### src/hw/rtl/lgss_pkg.sv
// Package for the least-greater successor set engine.
// Holds the store sizing, controller state encoding and controller/datapath structs.
// No dependencies.
`timescale 1ns / 1ps

package lgss_pkg;

	localparam int CAPACITY = 64;
	localparam int DATA_W   = 32;
	localparam int ADDR_W   = $clog2(CAPACITY);
	localparam int CNT_W    = $clog2(CAPACITY + 1);

	typedef enum logic [1:0] {
		ST_IDLE,
		ST_SCAN,
		ST_DONE
	} lgss_state_t;

	// controller to datapath
	typedef struct packed {
		logic load;    // take a new item
		logic issue;   // read the next stored entry
		logic finish;  // write the result, store the value
	} lgss_cmd_t;

	// datapath to controller
	typedef struct packed {
		logic             issue_left;  // entries not yet read
		logic             cmp_busy;    // a read is still being compared
		logic             out_free;    // result register can take a new result
		logic [CNT_W-1:0] count;       // entries held in the store
	} lgss_sts_t;

endpackage

### src/hw/rtl/lgss_ctrl.sv
// Controller of the least-greater successor set engine.
// Sequences accept, store scan and result write-back; uses lgss_pkg.
`timescale 1ns / 1ps

module lgss_ctrl (
	input  logic              clk,
	input  logic              arst_n,
	input  logic              s_tvalid,
	output logic              s_tready,
	input  lgss_pkg::lgss_sts_t sts,
	output lgss_pkg::lgss_cmd_t cmd
);
	import lgss_pkg::*;

	lgss_state_t state_q;
	lgss_state_t state_d;

	always_ff @(posedge clk or negedge arst_n) begin
		if (!arst_n) begin
			state_q <= ST_IDLE;
		end else begin
			state_q <= state_d;
		end
	end

	always_comb begin
		state_d    = state_q;
		s_tready   = 1'b0;
		cmd        = '0;
		unique case (state_q)
			ST_IDLE: begin
				s_tready = 1'b1;
				if (s_tvalid) begin
					cmd.load = 1'b1;
					state_d  = ST_SCAN;
				end
			end
			ST_SCAN: begin
				cmd.issue = sts.issue_left;
				// leave once every entry has been read and compared
				if (!sts.issue_left && !sts.cmp_busy) begin
					state_d = ST_DONE;
				end
			end
			ST_DONE: begin
				// hold until the previous result has been transferred
				if (sts.out_free) begin
					cmd.finish = 1'b1;
					state_d    = ST_IDLE;
				end
			end
			default: begin
				state_d = ST_IDLE;
			end
		endcase
	end

endmodule

### src/hw/rtl/lgss_dp.sv
// Datapath of the least-greater successor set engine.
// Value store memory, scan address counter, signed compare and result register; uses lgss_pkg.
`timescale 1ns / 1ps

module lgss_dp (
	input  logic                         clk,
	input  logic                         arst_n,
	input  logic [lgss_pkg::DATA_W-1:0]  in_value,
	input  logic                         in_start,
	input  lgss_pkg::lgss_cmd_t          cmd,
	output lgss_pkg::lgss_sts_t          sts,
	output logic                         out_valid,
	input  logic                         out_ready,
	output logic [lgss_pkg::DATA_W-1:0]  out_successor,
	output logic                         out_found,
	output logic                         out_dropped
);
	import lgss_pkg::*;

	logic [DATA_W-1:0] mem [CAPACITY];

	logic [DATA_W-1:0] value_q;
	logic [CNT_W-1:0]  count_q;
	logic [CNT_W-1:0]  rd_idx_q;
	logic [DATA_W-1:0] rd_data_s1;
	logic              cmp_vld_s1;
	logic [DATA_W-1:0] best_q;
	logic              hit_q;
	logic              out_valid_q;
	logic [DATA_W-1:0] succ_q;
	logic              found_q;
	logic              drop_q;
	logic              full;
	logic              better;

	assign full   = (count_q == CNT_W'(CAPACITY));
	assign better = ($signed(rd_data_s1) > $signed(value_q)) &&
		(!hit_q || ($signed(rd_data_s1) < $signed(best_q)));

	// control state
	always_ff @(posedge clk or negedge arst_n) begin
		if (!arst_n) begin
			count_q     <= '0;
			rd_idx_q    <= '0;
			cmp_vld_s1  <= 1'b0;
			hit_q       <= 1'b0;
			out_valid_q <= 1'b0;
		end else begin
			cmp_vld_s1 <= cmd.issue;
			if (cmd.load) begin
				rd_idx_q <= '0;
				hit_q    <= 1'b0;
				if (in_start) begin
					count_q <= '0;
				end
			end else if (cmd.issue) begin
				rd_idx_q <= rd_idx_q + CNT_W'(1);
			end
			if (cmp_vld_s1 && better) begin
				hit_q <= 1'b1;
			end
			if (cmd.finish && !full) begin
				count_q <= count_q + CNT_W'(1);
			end
			if (cmd.finish) begin
				out_valid_q <= 1'b1;
			end else if (out_ready) begin
				out_valid_q <= 1'b0;
			end
		end
	end

	// payload
	always_ff @(posedge clk) begin
		if (cmd.load) begin
			value_q <= in_value;
		end
		if (cmp_vld_s1 && better) begin
			best_q <= rd_data_s1;
		end
		if (cmd.finish) begin
			succ_q  <= hit_q ? best_q : '1;
			found_q <= hit_q;
			drop_q  <= full;
		end
	end

	// store: one write, one registered read a cycle
	always_ff @(posedge clk) begin
		if (cmd.finish && !full) begin
			mem[count_q[ADDR_W-1:0]] <= value_q;
		end
		if (cmd.issue) begin
			rd_data_s1 <= mem[rd_idx_q[ADDR_W-1:0]];
		end
	end

	assign sts.issue_left = (rd_idx_q != count_q);
	assign sts.cmp_busy   = cmp_vld_s1;
	assign sts.out_free   = !out_valid_q || out_ready;
	assign sts.count      = count_q;

	assign out_valid     = out_valid_q;
	assign out_successor = succ_q;
	assign out_found     = found_q;
	assign out_dropped   = drop_q;

endmodule

### src/hw/rtl/least_greater_successor_set.sv
// Top level of the least-greater successor set engine.
// Joins lgss_ctrl and lgss_dp; uses lgss_pkg.
//
//  channel   dir  data                  side band
//  s_*       in   value (32, signed)    tuser: start_req
//  m_*       out  successor (32, sgn)   tuser: found, dropped
//
// An item runs from one accept to the next through accept, the scan of the store memory
// (count being the entries already stored, 0 to 64) through its one read port at one
// entry a cycle, the drain of the last compare, and write-back.
// Reset clears the entry count and all control; the memory itself is not cleared.
// A stalled result waits in the output register while the next item is taken and
// scanned; write-back of that item holds until the result has been transferred.
`timescale 1ns / 1ps

module least_greater_successor_set (
	input  logic        clk,
	input  logic        arst_n,
	input  logic        s_tvalid,
	output logic        s_tready,
	input  logic [31:0] s_tdata,   // [31:0] value
	input  logic        s_tuser,   // [0] start_req
	output logic        m_tvalid,
	input  logic        m_tready,
	output logic [31:0] m_tdata,   // [31:0] successor
	output logic [1:0]  m_tuser    // [0] found, [1] dropped
);
	import lgss_pkg::*;

	lgss_cmd_t cmd;
	lgss_sts_t sts;
	logic      found;
	logic      dropped;

	lgss_ctrl u_ctrl (
		.clk      (clk),
		.arst_n   (arst_n),
		.s_tvalid (s_tvalid),
		.s_tready (s_tready),
		.sts      (sts),
		.cmd      (cmd)
	);

	lgss_dp u_dp (
		.clk           (clk),
		.arst_n        (arst_n),
		.in_value      (s_tdata),
		.in_start      (s_tuser),
		.cmd           (cmd),
		.sts           (sts),
		.out_valid     (m_tvalid),
		.out_ready     (m_tready),
		.out_successor (m_tdata),
		.out_found     (found),
		.out_dropped   (dropped)
	);

	assign m_tuser = {dropped, found};

	a_count_bound: assert property (@(posedge clk) disable iff (!arst_n)
		sts.count <= CNT_W'(CAPACITY))
		else $error("store count beyond capacity");

	a_no_overwrite: assert property (@(posedge clk) disable iff (!arst_n)
		cmd.finish |-> (!m_tvalid || m_tready))
		else $error("result written over an untransferred result");

	a_miss_sentinel: assert property (@(posedge clk) disable iff (!arst_n)
		(m_tvalid && !m_tuser[0]) |-> (m_tdata == '1))
		else $error("miss without all-ones successor");

	a_no_accept_in_scan: assert property (@(posedge clk) disable iff (!arst_n)
		!(s_tready && (cmd.issue || cmd.finish)))
		else $error("input accepted while an item is in progress");

endmodule
### config.mk
export PLATFORM = sky130hd
export DESIGN_NAME = least_greater_successor_set
export DESIGN_NICKNAME = d
export VERILOG_FILES = /design/src/hw/rtl/lgss_pkg.sv /design/src/hw/rtl/lgss_ctrl.sv /design/src/hw/rtl/lgss_dp.sv /design/src/hw/rtl/least_greater_successor_set.sv
export SDC_FILE = /design/constraint.sdc
export NUM_CORES = 2
export LEC_CHECK = 0
export BUFFER_PORTS_ARGS = -buffer_cell sky130_fd_sc_hd__buf_2
export CORE_UTILIZATION = 55
export CTS_CLUSTER_SIZE = 14
export DETAILED_ROUTE_END_ITERATION = 7
export PLACE_DENSITY = 0.71
export SLEW_MARGIN = 0
export SYNTH_ARGS = -nofsm -noshare
export SYNTH_HDL_FRONTEND = slang
export SYNTH_HIERARCHICAL = 1
export SYNTH_SLANG_ARGS = --single-unit
export TNS_END_PERCENT = 50
### constraint.sdc
create_clock -name clk -period 9.6 [get_ports clk]
set_input_delay 2.88 -clock clk [delete_from_list [all_inputs] [get_ports clk]]
set_output_delay 2.88 -clock clk [all_outputs]
set_load 0.02 [all_outputs]
After elaboration in Yosys (flattened, before gate mapping)
Memory sizes are Yosys's and may differ from the RTL's. A register that Yosys moved wholly into a read port is not among the register bits.
Index checks and enable logic that the tools add are counted.
{ "classes": {"n_lt_le_gt_ge": 2, "reduce_logical": 19, "bitwise": 0, "mul": 0, "muxes": 21, "addsub": 2, "n_eq_ne": 7, "div_mod_pow": 0, "shifts": 0} }
{ "op_table": {"columns": ["operator", "n"], "rows": [
  ["$mux W7", 5],
  ["$gt A32 B32 Y1", 1],
  ["$lt A32 B32 Y1", 1],
  ["$add A7 B1 Y7 const B", 2],
  ["$mux W1", 12],
  ["$reduce_bool A2 Y1", 5],
  ["$eq A7 B7 Y1 const B", 1],
  ["$ne A7 B7 Y1", 1],
  ["$mux W2", 3],
  ["$pmux W2 S3", 1],
  ["$logic_not A1 Y1", 5],
  ["$logic_and A1 B1 Y1", 4],
  ["$ne A2 B2 Y1 const B", 2],
  ["$reduce_and A3 Y1", 1],
  ["$eq A2 B1 Y1 const B", 1],
  ["$eq A2 B2 Y1 const B", 1],
  ["$logic_not A2 Y1", 1],
  ["$logic_or A1 B1 Y1", 2],
  ["$ne A2 B1 Y1 const B", 1],
  ["$reduce_and A2 Y1", 1]
]} }
{ "totals": {"output_inout_bits": 36, "romBits": 0, "latchBits": 0, "n_memories": 1, "regBits": 117, "input_bits": 37, "ram_bits": 2048} }
{ "memory_table": {"columns": ["memory", "words", "word_bits", "rd", "rd_ports_with_merged_regs", "write_ports", "line", "rtl"], "rows": [
  ["u_dp.mem", 64, 32, 1, 1, 1, "lgss_dp.sv:20", "logic [DATA_W-1:0] mem [CAPACITY];"]
]} }

Longest topological paths before layout
{ "logic_depth": {"word_depth": 7, "depth_mapped": 10, "depth_no_buf": 9} }

Modules after synthesis
Netlist, hierarchy kept.
{ "modules_own_cells": {"columns": ["module", "cells_each", "n_inst", "seq_area_each_um2", "area_each_um2"], "rows": [
  ["lgss_dp", 3448, 1, 65828.1, 84204.5],
  ["lgss_ctrl", 13, 1, 50.0, 113.9],
  ["least_greater_successor_set", 2, 1, 0.0, 15.0]
]} }

Worst setup path before layout
OpenSTA, ideal clock, no wires.
{ "synth_timing": {"path_type": "input port to flip-flop", "startpoint": "input port m_tready", "endpoint": "memory u_dp.mem[58][0] (enable)", "setup_time_ns": 0.421, "path_buffers": 1, "setup_slack_ns": 2.350, "stages": 8, "arrival_ns": 6.829, "path_cell_list": "nand2b_1 -> nand2_1 -> nor2_1 -> clkbuf_1 -> nand2_1 -> nor2_1 -> nand3_1 -> nor2_1"} }
{ "synth_lines": {"columns": ["item", "line", "rtl"], "rows": [
  ["start: declaration", "least_greater_successor_set.sv:24", "input logic m_tready,"],
  ["end: declaration", "lgss_dp.sv:20", null]
]} }

==> impl_results.md <==
* Result of the run: completed
* First-pass GRT wire length at 276000 um
* Detailed-router iteration count before antenna repair at 6
* Crit path launch type: primary input
* Layout cell share with drive strength beyond 1 at 0.315
* Register bit total from synthesis at 2197
* Reported leakage power at 29.5 nW
* Vias per inst at 6.48
* Setup slack after layout at 3.87 ns
* Worst EP required at 10.02 ns
* Clock-pin slew reported for the worst setup and hold paths after clock tree synthesis at 0.07 ns
* Via count of the first global-routing pass at 37800
* Proportion of total power due to net switching at 0.285
* Ratio of final minimum period to clock period at 0.597
* Number of sinks handled by clock tree synthesis at 2197
* Internal Dissipation at 18.5 mW
* Worst Path Arrival at 6.15 ns
* Row Count at 143
* Tightest Pin Transition at 1.24 ns
* Synth async-reset ratio at 0.00865
* Area of the mapped netlist at 0.0843 mm^2
* Total negative setup slack at 0 ns
* Root Buffer Master: clkbuf_16
* Final cell utilization of the core at 0.621
* Number of synthesized flops with an enable pin at 2178
* Number of DRC markers in iteration 0 at 5064
* Setup skew after layout at 0.0199 ns
* Routed Antenna Nets at 0
* Count of buffers added by post-CTS timing repair for setup at 0
* Total power per unit cell area at 274 mW/mm^2
* DIE AREA at 0.155 mm^2
* Share of power burned in combinational logic at 0.271
* Count of port buffers added during placement at 72
* Total of max-cap violations at 0
* Diodes inserted at 0
* Number of distinct standard cells referenced by the synthesized netlist at 51
* Most frequent cells in the layout: edfxtp_1 (2178), mux4_2 (672), clkbuf_16 (210), buf_4 (110), buf_2 (72)
* Area used by sequential logic in the layout at 0.0659 mm^2
* Hold Buf Count CTS at 0
* Remaining global-route overflow at 0
* Largest fanout of any net on the critical path at 32
* Nature of the critical path endpoint: flop
* DRC violations left at 0
* Syn Area/Cell at 24.4 um^2
* Net count after synthesis at 3566
* TritonCTS buffer count at 204
* Total setup violations reported at the end of the flow at 0
* Vias post-DR at 38100
* Horiz. Die Dim at 394 um
* Portion of the post-synthesis area used by sequential elements at 0.781
* Skew-Pair Late Insertion Delay at 0.82 ns
* Ports placed on the boundary at 73
* Drt total wl at 195000 um
* VDD IR-drop max at 0.000225 V
* TritonCTS clock tree: done
* Net switching component of the power at 7.37 mW
* Maximum number of pins on one net before global-route repair at 157
* Fin crit period at 5.73 ns
* Synth-to-layout area growth at 11.9%
* Filler cell count at 9931
* Critical path's largest stage delay at 1.28 ns
* Design Power at 25.9 mW
* Starting utilization of the core area at 0.555
* Post-Synthesis Cells at 3463
* Number of warning messages in the yosys log at 6
* Number of levels the H-tree was split into at 4
* Multi-input logic area at 0.0179 mm^2
* Class of the tightest hold or removal check: flop to flop
* Number of max-slew violations in the final report at 0
* Number of gates given a new drive strength after cts at 0
* Most common cell after layout, fill and taps aside: edfxtp_1
* WHS at 0.520 ns
* Number of hold violations in the final report at 0
* Routability cong. at 0.842
* Slowest cell on the critical path: nor2_4
* Seq pwr share at 0.428
* Highest Clock Rate at 0.175 GHz
* Chip Height at 394 um
* Setup repair after global routing missed its margin: no
* Routed WL per cell at 33.0 um
* Ys flop type: edfxtp_1
* Layout net count at 3788
* Clock power frac at 0.302
* Combined global-route utilization of all metal layers at 0.254
* Remaining max-slew budget at the tightest pin at 0.170
* Antenna violations before repair at 18
* Critical path class: primary input to flop
* Core box area at 0.152 mm^2
* Cells along the critical path: buf_2 > nand2b_1 > nand2_1 > nor2_4 > nand2_1 > nor2_1 > nand3_1 > nor2_4
* Dpl ws at 3.13 ns
* Post-DP HPWL at 115000 um
* Maximum count of clock buffers along a single path at 3
power by group through the flow:
stage          clock [mW]  combinational [mW]  sequential [mW]
2_1_floorplan           0                4.90             11.0
3_3_place_gp            0                6.95             11.2
3_5_place_dp            0                7.00             11.3
4_1_cts              7.91                7.04             11.1
5_1_grt              8.25                7.35             11.1
6_report             7.81                7.00             11.1
flip-flops by register name (all words and copies together) (netlist names):
| name | cells |
|---|---|
| u_ctrl/state_q | 2 |
| u_dp/value_q | 32 |
| u_dp/hit_q | 1 |
| u_dp/rd_idx_q | 7 |
| u_dp/out_found | 1 |
| u_dp/out_successor | 32 |
| u_dp/cmp_vld_s1 | 1 |
| u_dp/best_q | 32 |
| u_dp/rd_data_s1 | 32 |
| u_dp/mem | 2048 |
| u_dp/out_dropped | 1 |
| u_dp/out_valid | 1 |
| u_dp/count_q | 7 |
final timing paths:
check                               startpoint          endpoint  slack, ns  depth (start not counted)
max                                   m_tready   u_dp/mem[17][4]       3.87                          8
min                        u_dp/rd_data_s1[25]   u_dp/best_q[25]       0.52                          0
max reg2reg                    u_dp/count_q[3]   u_dp/mem[17][4]       4.79                          6
min reg2reg                u_dp/rd_data_s1[25]   u_dp/best_q[25]       0.52                          0
max in group asynchronous               arst_n  u_dp/rd_idx_q[3]       7.18                          1
min in group asynchronous               arst_n    u_dp/out_valid       2.03                          1
synthesized netlist by cell type, types with 6 or more instances:
cell type / count / area share
buf_2: 23 / 0.0014
ha_1: 66 / 0.0098
inv_1: 71 / 0.0032
o21ai_0: 10 / 0.00059
nand4_1: 18 / 0.0013
buf_4: 19 / 0.0017
xor2_1: 8 / 0.00083
dfrtp_1: 19 / 0.0056
clkbuf_1: 94 / 0.0042
o21ai_1: 6 / 0.00036
a21oi_1: 27 / 0.0016
nand3_1: 19 / 0.0011
buf_1: 33 / 0.0015
nand2_1: 60 / 0.0027
edfxtp_1: 2178 / 0.78
mux4_2: 672 / 0.18
nor2_1: 79 / 0.0035
cell type report:
| cell class | instances | share of cell area |
|---|---|---|
| well taps | 2030 | 0.0269 |
| clock inverters | 120 | 0.0102 |
| repair buffers | 188 | 0.0138 |
| multi-input cells | 1023 | 0.190 |
| inverters | 71 | 0.00282 |
| flip-flops and latches | 2197 | 0.698 |
| clock buffers | 259 | 0.0580 |
layer usage:
layer	global-route usage	share of wire
met1	0.369	0.38
met3	0.0624	0.11
met4	0.0564	0.018
met2	0.397	0.49
met5	0	0.00029
metrics by stage:
stage                     instance area, um^2  instances
after floorplan                         84300       3463
after global placement                  87900       5509
after detailed placement                87900       5509
after CTS                               94400       5888
after global routing                    94400       5888
final                                   94400       5888
logic make-up (layout without fill, tap and decap cells):
group | count (synthesis) | count (layout) | share of synthesized area
compound gates | 69 | 69 | 0.00507
xor+xnor | 12 | 12 | 0.00125
fa+ha+maj | 66 | 66 | 0.00979
buf+inv | 243 | 638 | 0.0123
flops | 2197 | 2197 | 0.781
mux | 674 | 674 | 0.180
simple gates | 202 | 202 | 0.0108
critical path, delay by kind of cell:
family | cells | cell delay, ns
simple gates | 7 | 3.16
buf+inv | 1 | 0.08
Note: power is estimated with default switching activity, not from simulation.
